File: src/hw/rtl/ptm_pkg.sv
// Shared types and constants for the 64-bit Miller-Rabin primality tester.
// No dependencies; used by ptm_mulmod and primality_test_64.
`default_nettype none
package ptm_pkg;
    typedef logic [63:0] t_word;

    localparam int NUM_BASES = 7;

    localparam t_word BASES [NUM_BASES] = '{
        64'd2, 64'd325, 64'd9375, 64'd28178,
        64'd450775, 64'd9780504, 64'd1795265022
    };
endpackage
`default_nettype wire

File: src/hw/rtl/primality_test_64.sv
// Deterministic Miller-Rabin test of a 64-bit number with seven fixed bases.
// A number below 3 or even gives its result in the cycle after it is taken; otherwise
// the result waits on the shared bit-serial multiplier, with up to ~130 modular
// products per base plus squarings.
// One item at a time; the next item can be taken in the cycle after the result is taken.
// Synchronous active-low reset returns the sequencer to idle and drops any pending result.
`default_nettype none
module primality_test_64 (
    input  wire             i_clk,
    input  wire             i_rst_n,
    input  wire             i_valid,
    output logic            o_stall,
    input  ptm_pkg::t_word  i_number,
    output logic            o_valid,
    input  wire             i_stall,
    output logic            o_is_prime
);
    localparam logic [3:0] S_IDLE  = 4'd0;
    localparam logic [3:0] S_FACT  = 4'd1;
    localparam logic [3:0] S_MUL   = 4'd2;
    localparam logic [3:0] S_BASE  = 4'd3;
    localparam logic [3:0] S_PSTEP = 4'd4;
    localparam logic [3:0] S_PMUL1 = 4'd5;
    localparam logic [3:0] S_PMUL2 = 4'd6;
    localparam logic [3:0] S_CHK   = 4'd7;
    localparam logic [3:0] S_SQ    = 4'd8;
    localparam logic [3:0] S_NEXT  = 4'd9;

    logic [3:0]     r_state;
    logic [3:0]     r_ret;
    logic [2:0]     r_k;
    logic [5:0]     r_s;
    logic [5:0]     r_i;
    ptm_pkg::t_word r_n;
    ptm_pkg::t_word r_d;
    ptm_pkg::t_word r_e;
    ptm_pkg::t_word r_b;
    ptm_pkg::t_word r_x;
    logic           r_ov;
    logic           r_res;

    logic           w_start;
    ptm_pkg::t_word w_ma;
    ptm_pkg::t_word w_mq;
    logic           w_done;
    ptm_pkg::t_word w_prod;
    logic           w_acc_in;
    ptm_pkg::t_word w_nm1;

    assign w_acc_in = i_valid && !o_stall;
    assign o_stall  = (r_state != S_IDLE) || r_ov;
    assign o_valid  = r_ov;
    assign o_is_prime = r_res;
    assign w_nm1 = r_n - 64'd1;

    // operand select for the shared multiplier
    always_comb begin
        w_start = 1'b0;
        w_ma = r_x;
        w_mq = r_x;
        unique case (r_state)
            S_FACT: begin
                w_start = r_d[0];
                w_ma = 64'd1;
                w_mq = ptm_pkg::BASES[r_k];
            end
            S_NEXT: begin
                w_start = (r_k != 3'(ptm_pkg::NUM_BASES - 1));
                w_ma = 64'd1;
                w_mq = ptm_pkg::BASES[3'(r_k + 3'd1)];
            end
            S_PSTEP: begin
                w_start = (r_e != 64'd0);
                w_ma = r_e[0] ? r_x : r_b;
                w_mq = r_b;
            end
            S_PMUL1: begin
                w_start = 1'b1;
                w_ma = r_b;
                w_mq = r_b;
            end
            S_CHK: begin
                w_start = !((r_x == 64'd0) || (r_x == 64'd1) || (r_x == w_nm1));
            end
            S_SQ: begin
                w_start = !((w_prod == w_nm1) || (w_prod == 64'd1)
                            || ({1'b0, r_i} + 7'd1 == {1'b0, r_s}));
                w_ma = w_prod;
                w_mq = w_prod;
            end
            default: begin
                w_start = 1'b0;
            end
        endcase
    end

    ptm_mulmod u_mul (
        .i_clk   (i_clk),
        .i_rst_n (i_rst_n),
        .i_start (w_start),
        .i_a     (w_ma),
        .i_q     (w_mq),
        .i_m     (r_n),
        .o_done  (w_done),
        .o_prod  (w_prod)
    );

    always_ff @(posedge i_clk) begin
        if (!i_rst_n) begin
            r_state <= S_IDLE;
            r_ov    <= 1'b0;
            r_ret   <= S_IDLE;
        end else begin
            if (r_ov && !i_stall) begin
                r_ov <= 1'b0;
            end
            unique case (r_state)
                S_IDLE: begin
                    if (w_acc_in) begin
                        if (i_number < 64'd3 || !i_number[0]) begin
                            r_ov  <= 1'b1;
                            r_res <= (i_number == 64'd2);
                        end else begin
                            r_state <= S_FACT;
                        end
                    end
                end
                S_FACT: begin
                    if (r_d[0]) begin
                        r_state <= S_MUL;
                        r_ret   <= S_BASE;
                    end
                end
                S_MUL: begin
                    if (w_done) begin
                        r_state <= r_ret;
                    end
                end
                S_BASE: begin
                    r_state <= S_PSTEP;
                end
                S_PSTEP: begin
                    if (r_e == 64'd0) begin
                        r_state <= S_CHK;
                    end else begin
                        r_state <= S_MUL;
                        r_ret   <= r_e[0] ? S_PMUL1 : S_PMUL2;
                    end
                end
                S_PMUL1: begin
                    r_state <= S_MUL;
                    r_ret   <= S_PMUL2;
                end
                S_PMUL2: begin
                    r_state <= S_PSTEP;
                end
                S_CHK: begin
                    if (w_start) begin
                        r_state <= S_MUL;
                        r_ret   <= S_SQ;
                    end else begin
                        r_state <= S_NEXT;
                    end
                end
                S_SQ: begin
                    if (w_prod == w_nm1 && ({1'b0, r_i} + 7'd1 != {1'b0, r_s})) begin
                        r_state <= S_NEXT;
                    end else if (!w_start) begin
                        // hit 1, or ran out of squarings: composite
                        r_state <= S_IDLE;
                        r_ov    <= 1'b1;
                        r_res   <= 1'b0;
                    end else begin
                        r_state <= S_MUL;
                        r_ret   <= S_SQ;
                    end
                end
                S_NEXT: begin
                    if (r_k == 3'(ptm_pkg::NUM_BASES - 1)) begin
                        r_state <= S_IDLE;
                        r_ov    <= 1'b1;
                        r_res   <= 1'b1;
                    end else begin
                        r_state <= S_MUL;
                        r_ret   <= S_BASE;
                    end
                end
                default: begin
                    r_state <= S_IDLE;
                end
            endcase
        end
    end

    // datapath registers
    always_ff @(posedge i_clk) begin
        unique case (r_state)
            S_IDLE: begin
                r_n <= i_number;
                r_d <= i_number - 64'd1;
                r_s <= '0;
                r_k <= '0;
            end
            S_FACT: begin
                if (!r_d[0]) begin
                    r_d <= {1'b0, r_d[63:1]};
                    r_s <= r_s + 6'd1;
                end
            end
            S_BASE: begin
                r_b <= w_prod;
                r_x <= 64'd1;
                r_e <= r_d;
            end
            S_PMUL1: begin
                r_x <= w_prod;
            end
            S_PMUL2: begin
                r_b <= w_prod;
                r_e <= {1'b0, r_e[63:1]};
            end
            S_CHK: begin
                r_i <= '0;
            end
            S_SQ: begin
                r_x <= w_prod;
                r_i <= r_i + 6'd1;
            end
            S_NEXT: begin
                r_k <= r_k + 3'd1;
            end
            default: begin
            end
        endcase
    end

    a_busy_stalls: assert property (@(posedge i_clk) disable iff (!i_rst_n)
        (r_state != S_IDLE) |-> o_stall)
        else $error("input taken while busy");

    a_done_in_mul: assert property (@(posedge i_clk) disable iff (!i_rst_n)
        w_done |-> (r_state == S_MUL))
        else $error("product finished outside multiply wait");

    a_base_range: assert property (@(posedge i_clk) disable iff (!i_rst_n)
        (r_state != S_IDLE) |-> (r_k < 3'(ptm_pkg::NUM_BASES)))
        else $error("base index out of range");

    a_one_result: assert property (@(posedge i_clk) disable iff (!i_rst_n)
        (r_ov && i_stall) |=> r_ov)
        else $error("pending result dropped");
endmodule
`default_nettype wire

File: src/hw/rtl/ptm_mulmod.sv
// Bit-serial modular multiplier: (a * q) mod m, one bit of q per cycle.
// Depends on ptm_pkg. Requires a < m; o_done flags when the product is ready.
`default_nettype none
module ptm_mulmod (
    input  wire                i_clk,
    input  wire                i_rst_n,
    input  wire                i_start,
    input  ptm_pkg::t_word     i_a,
    input  ptm_pkg::t_word     i_q,
    input  ptm_pkg::t_word     i_m,
    output logic               o_done,
    output ptm_pkg::t_word     o_prod
);
    logic           r_busy;
    logic           r_done;
    logic [5:0]     r_cnt;
    ptm_pkg::t_word r_acc;
    ptm_pkg::t_word r_q;
    ptm_pkg::t_word r_a;
    ptm_pkg::t_word n_acc;
    logic [64:0]    w_dbl;
    logic [64:0]    w_dbl_red;
    logic [64:0]    w_sum;
    logic [64:0]    w_mext;

    // double, reduce, then conditionally add a and reduce
    always_comb begin
        w_mext = {1'b0, i_m};
        w_dbl = {r_acc, 1'b0};
        w_dbl_red = (w_dbl >= w_mext) ? (w_dbl - w_mext) : w_dbl;
        w_sum = w_dbl_red + {1'b0, r_a};
        if (w_sum >= w_mext) begin
            w_sum = w_sum - w_mext;
        end
        n_acc = r_q[63] ? w_sum[63:0] : w_dbl_red[63:0];
    end

    always_ff @(posedge i_clk) begin
        if (!i_rst_n) begin
            r_busy <= 1'b0;
            r_done <= 1'b0;
            r_cnt  <= '0;
        end else begin
            r_done <= 1'b0;
            if (i_start) begin
                r_busy <= 1'b1;
                r_cnt  <= '0;
            end else if (r_busy) begin
                r_cnt <= r_cnt + 6'd1;
                if (r_cnt == 6'd63) begin
                    r_busy <= 1'b0;
                    r_done <= 1'b1;
                end
            end
        end
    end

    always_ff @(posedge i_clk) begin
        if (i_start) begin
            r_acc <= '0;
            r_q   <= i_q;
            r_a   <= i_a;
        end else if (r_busy) begin
            r_acc <= n_acc;
            r_q   <= {r_q[62:0], 1'b0};
        end
    end

    assign o_done = r_done;
    assign o_prod = r_acc;
endmodule
`default_nettype wire
File: config.mk
export PLATFORM = sky130hd
export DESIGN_NAME = primality_test_64
export DESIGN_NICKNAME = d
export VERILOG_FILES = /design/src/hw/rtl/ptm_pkg.sv /design/src/hw/rtl/primality_test_64.sv /design/src/hw/rtl/ptm_mulmod.sv
export SDC_FILE = /design/constraint.sdc
export NUM_CORES = 2
export LEC_CHECK = 0
export BUFFER_PORTS_ARGS = -buffer_cell sky130_fd_sc_hd__buf_4
export CAP_MARGIN = 20
export CORE_ASPECT_RATIO = 0.7
export CORE_MARGIN = 3
export CORE_UTILIZATION = 30
export DETAILED_ROUTE_END_ITERATION = 10
export GPL_TIMING_DRIVEN = 1
export PLACE_DENSITY = 0.43
export SYNTH_ARGS = -nofsm -noshare
export SYNTH_HDL_FRONTEND = slang
export SYNTH_SLANG_ARGS = --single-unit
File: constraint.sdc
create_clock -name i_clk -period 19.4 [get_ports i_clk]
set_input_delay 0.97 -clock i_clk [delete_from_list [all_inputs] [get_ports i_clk]]
set_output_delay 0.97 -clock i_clk [all_outputs]
set_load 0.05 [all_outputs]
Yosys cells after proc, flatten, opt, wreduce, memory -nomap -nowiden
Memory sizes are Yosys's and may differ from the RTL's. Cells that the tools add are included.

Bits in registers: 545. Latch bits: 0. Memory bits (writable): 0. Memory bits (read-only): 1024. Bits of input ports: 68. Memories kept: 2.

Add/subtract/negate cells: 10. Multipliers: 0. Divide/modulo/power cells: 0. $lt $le $gt $ge: 5. Equal/unequal tests: 30. Shifts and indexed selects: 0. Mux-type cells: 55. Bitwise logic cells: 4. Reduce and logical (&&, ||, !) cells: 37.

Memory list: (no name shown) (words 8, bits a word 64, read ports 1, clocked after Yosys merged registers in 0, write ports 0, line primality_test_64.sv:70) `w_mq = ptm_pkg::BASES[3'(r_k + 3'd1)];`; (no name shown) (words 8, bits a word 64, read ports 1, clocked after Yosys merged registers in 0, write ports 0, line primality_test_64.sv:65) `w_mq = ptm_pkg::BASES[r_k];`.

Operators by type and width (number): $mux W64 (10); $pmux W64 S4 (2); $pmux W64 S2 (3); $ge A65 B64 Y1 (2); $eq A64 B1 Y1 const B (2); $eq A64 B64 Y1 (2); $logic_not A64 Y1 (2); $sub A64 B1 Y64 const B (2); $add A65 B64 Y65 (1); $mux W65 (1); $sub A65 B64 Y65 (1); $eq A64 B2 Y1 const B (1); $lt A64 B2 Y1 const B (1); $reduce_bool A64 Y1 (1); $sub A64 B64 Y64 (1); $mux W4 (11); $pmux W4 S9 (1); $pmux W4 S6 (1); $pmux W6 S2 (2); $ne A2 B2 Y1 const B (10); $add A6 B1 Y6 const B (3); $eq A4 B3 Y1 const B (4); $mux W1 (15); $reduce_bool A2 Y1 (6); other kinds (33) (56).

Depth between registers and ports, before layout
Word-level depth: 9. Depth in mapped cells: 44. Mapped depth without buffers: 38.

Cells and area by module
Synthesis repeated with hierarchy kept, for this count alone.

Cell total of the unflattened synthesis: 4522. Area total of the unflattened synthesis: 41561.1 um^2.

By module, submodules not included: primality_test_64 (instances 1, cells each 2069, area each 21659.5 um^2); ptm_mulmod (instances 1, cells each 2453, area each 19901.6 um^2).

Least setup slack after synthesis
OpenSTA, ideal clock, no wires.

Path kind: reg2reg. From: register r_n[37]. To: register u_mul.r_acc[21] (netlist: u_mul.o_prod[21]). Arrival time: 9.110 ns. Required time: 19.237 ns. Slack: 10.127 ns. Cell stages (with the launch flop): 42. Buffers on the path: 6. Path through: edfxtp_1 -> clkbuf_1 -> inv_1 -> ha_1 -> clkbuf_1 -> nand4_1 -> nor4_1 -> nand2_1 -> or4_1 -> o21ai_0 -> or3_1 -> o22ai_1 -> clkbuf_1 -> clkbuf_1 -> mux2_2 -> ha_1 -> a211oi_1 -> o211ai_1 -> [6 not listed] -> a311o_1 -> xor2_1 -> ha_1 -> nand2_1 -> nor2_1 -> and4_1 -> nand2_1 -> nor4_1 -> nor2_1 -> inv_1 -> or4b_1 -> mux2i_1 -> clkbuf_1 -> buf_2 -> mux2i_1 -> nor2_1 -> a221oi_1 -> nor2_1.

Cells in the longest elaborated chain, start to end: 6. Elaborated cells on any way between the ends: 17.

Ends and longest elaborated chain: start, declared (line primality_test_64.sv:34) `ptm_pkg::t_word r_n;`; start signal, assigned (line primality_test_64.sv:199) `r_n <= i_number;`; $sub A65 B64 Y65, or another cell as far along (line ptm_mulmod.sv:30) `w_dbl_red = (w_dbl >= w_mext) ? (w_dbl - w_mext) : w_dbl;`; $mux W65 or $eq A64 B64 Y1 (tied branches) (line ptm_mulmod.sv:30, primality_test_64.sv:86); $add A65 B64 Y65 or $logic_or A1 B1 Y1 (tied branches) (line ptm_mulmod.sv:31, primality_test_64.sv:86); $ge A65 B64 Y1, or another cell as far along (line ptm_mulmod.sv:32) `if (w_sum >= w_mext) begin`; $mux W64 or $logic_not A1 Y1 (tied branches) (line ptm_mulmod.sv:32, primality_test_64.sv:86); $mux W64 or $pmux W1 S6 (tied branches) (line ptm_mulmod.sv:35, primality_test_64.sv:61); end signal, assigned (line ptm_mulmod.sv:64) `r_acc <= n_acc;`; end, declared (line ptm_mulmod.sv:17) `ptm_pkg::t_word r_acc;`.

Parallel ways exist; a longest one is shown, timed or not. A chain may end at the register's enable or synchronous reset.

Worst setup path in the final report
From: register r_n[21]. To: register u_mul.r_acc[6] (netlist: u_mul.o_prod[6]).

The elaborated chain is that of the path after synthesis.

==> results.cfg <==
[sta]
period_share = 0.691
timing.setup.tns_ns = 0
hold_ws_ns = 0.467
clock.fmax_mhz = 74.6
timing.slew.headroom = 0.176
hold_viol = 0
setup_viol = 0
worstMarginPinSlew_ns = 1.23
finalMaxSlewViolations = 0
fin_skew_ns = 0.0417
rsz0062_at_grt = no
period_needed_ns = 13.41

[global_route]
grt_pass1_wl_um = 272000
grt_max_degree = 148
overflow = 0
grt.total_usage = 0.257
antenna_found_initial = 7
grt_pass1_vias = 35400

[clock_tree]
cts_tree = yes
cts-hold-fix-buffers = 0
root_buffer = clkbuf_16
cts_buffers = 60
clock-sinks = 545
cts_buffer_depth = 3
htreeDepth = 2
post-cts-setup-buffers = 0
ctsResizeCount = 0
clock_latency_ns = 0.68
path_clk_slew_ns = 0.07

[routing]
vias = 38400
firstDrtPassIters = 10
wl_per_cell_um = 29.8
vias_per_cell = 5.95
drt_iter0_drc = 5041
wirelength_um = 192000
ant_nets = 0
drc = 0

[setup_path]
regToRegEndpoint = u_mul.o_prod[6]
ff2ff_path_depth = 36
critPathMaxStageDelay_ns = 0.74
reg2reg_slack_ns = 5.99
end_kind = register
crit_type = reg -> reg
r2r_start = r_n[21]
cp_data_required_time_ns = 19.94
cp.arrival_ns = 13.95
critPathMaxFanout = 58
critPathSlowestCell = a211oi_1
worstSetupStartpointType = register

[layout]
syn_to_final_growth_pct = 11.1
seqCellArea_um2 = 15600
postLayoutCellArea_um2 = 46400
layout-drive-gt1-share = 0.0918
finish.utilization = 0.339
finalNetCount = 4855
fillCellCount = 14200
multi_input_area_um2 = 24500

[floorplan]
die_h_um = 318
die_w_um = 452
dieArea_um2 = 144000
initial_core_util = 0.305
coreArea_um2 = 137000
rows = 113
io_pins = 71

[logic_synthesis]
synth.distinct_cells = 96
synth_edf_count = 464
yosysSeqAreaShare = 0.372
ys_ff_latch = 545
synth_warnings = 0
yosys.area.top_type_share = 0.333
synth_ff_type = edfxtp_1
avgSynthCellArea_um2 = 9.04
synthCells = 4623
synth-async-reset-ratio = 0
synth_top_area_cell = edfxtp_1
synth_area_leaders = edfxtp_1 (33%), ha_1 (6.4%), xnor2_1 (5.5%)
syn_nets = 4908
netlist_area_um2 = 41800

[placed_design]
placedInstanceArea_um2 = 44400
portBuffers = 70
dp.final_hpwl_um = 149000
routabilityCongestion = 0.971

[outcome]
run_status = complete, no violations

[min_path]
min_path_cells = 2
whs_endpoint = r_ret[2]
min_path_type = reg -> reg
hold_start = r_ret[2]

[flow_run]
max-cap-violations = 0
[routing by layer]
layer | GRT usage | up-vias | wire length, µm
li1 | - | 17400 | -
met1 | 0.393 | 19100 | 91500
met2 | 0.367 | 1777 | 78300
met3 | 0.0538 | 214 | 18000
met4 | 0.0539 | 2 | 4620
met5 | 0 | - | 11
[worst max-delay path: cells and delay by family (launching register included)]
family,cells,cell delay [ns]
AO/OA/AOI/OAI,15,4.96
XOR/XNOR,1,0.18
adder cells (fa/ha/maj),3,1.22
buffers and inverters,5,1.62
flip-flops,1,0.62
multiplexers,3,1.15
AND/OR/NAND/NOR,9,3.28
[through the flow]
stage / setup slack [ns] / std cells
6_report: 5.99 / 6460
2_1_floorplan: 10.13 / 4623
3_5_place_dp: 6.42 / 6347
3_3_place_gp: 6.72 / 6346
4_1_cts: 6.36 / 6458
5_1_grt: 5.24 / 6459
[cells in the mapped netlist (all sizes together), types with 11 or more instances]
master	number
nor3	103
nor4	130
o2111ai	16
a222oi	111
a211oi	52
o31ai	22
or3	28
o21bai	38
nand2	365
a22o	11
a21oi	367
or4	12
o211ai	41
edfxtp	464
o21ai	283
a22oi	17
ha	214
nand3b	15
mux2i	45
a21o	99
and3	34
xnor3	13
a2111oi	12
or2	20
a21boi	12
nor2b	88
nor2	381
mux2	79
inv	213
a211o	12
a31oi	49
xnor2	264
nor3b	12
o22ai	16
clkbuf	224
o21a	35
nand4	99
nand3	135
a221oi	32
xor2	134
dfxtp	81
buf	51
and2	25
nand2b	33
[worst max-delay path by stage]
stage | endpoint | slack (ns) | startpoint
2_1_floorplan | u_mul.o_prod[21] | 10.13 | r_n[37]
3_3_place_gp | u_mul.o_prod[6] | 6.72 | r_n[8]
3_5_place_dp | u_mul.o_prod[5] | 6.42 | r_n[21]
4_1_cts | u_mul.o_prod[6] | 6.36 | r_n[21]
5_1_grt | u_mul.o_prod[6] | 5.24 | r_n[21]
6_report | u_mul.o_prod[6] | 5.99 | r_n[21]
[cells by family after synthesis]
| kind of cell | share of synthesized area |
|---|---|
| mux | 0.0321 |
| buf+inv | 0.0454 |
| fa+ha+maj | 0.0655 |
| compound gates | 0.212 |
| xor+xnor | 0.0904 |
| simple gates | 0.182 |
| flops | 0.372 |
[state kept, by name (all words and copies together) (netlist names), 64 cells and up]
| signal | cells |
|---|---|
| r_b | 64 |
| r_d | 64 |
| r_e | 64 |
| r_n | 64 |
| r_x | 64 |
| u_mul.o_prod | 64 |
| u_mul.r_a | 64 |
| u_mul.r_q | 64 |
[final cells by class]
type	instances	area share
flip-flops and latches	545	0.335
clock inverters	38	0.00844
inverters	213	0.0174
clock buffers	73	0.0350
diodes	1	0.0000539
multi-input cells	3590	0.528
repair buffers	160	0.0261
well taps	1840	0.0496
[cells in the final DEF, fill, tap and decap left out, drive strengths merged, types with 15 or more instances in the layout]
cell,instances
xor2,134
or2,20
buf,159
inv,213
mux2i,45
nand2b,33
a222oi,111
nor2,381
a21o,99
clkinv,23
a21oi,367
and2,25
nor4,130
a31oi,49
o2111ai,16
ha,214
nor2b,88
o21a,35
or3,28
o211ai,41
and3,34
clkbuf,74
o31ai,22
o21ai,283
o22ai,16
dfxtp,81
o21bai,38
nand4,99
nand3b,15
mux2,79
nor3,103
xnor2,264
nand3,135
edfxtp,464
a22oi,17
a221oi,32
a211oi,52
nand2,365
Power is not shown: default switching activity piles up to over one toggle a cycle in this logic, so the estimate is an artifact.
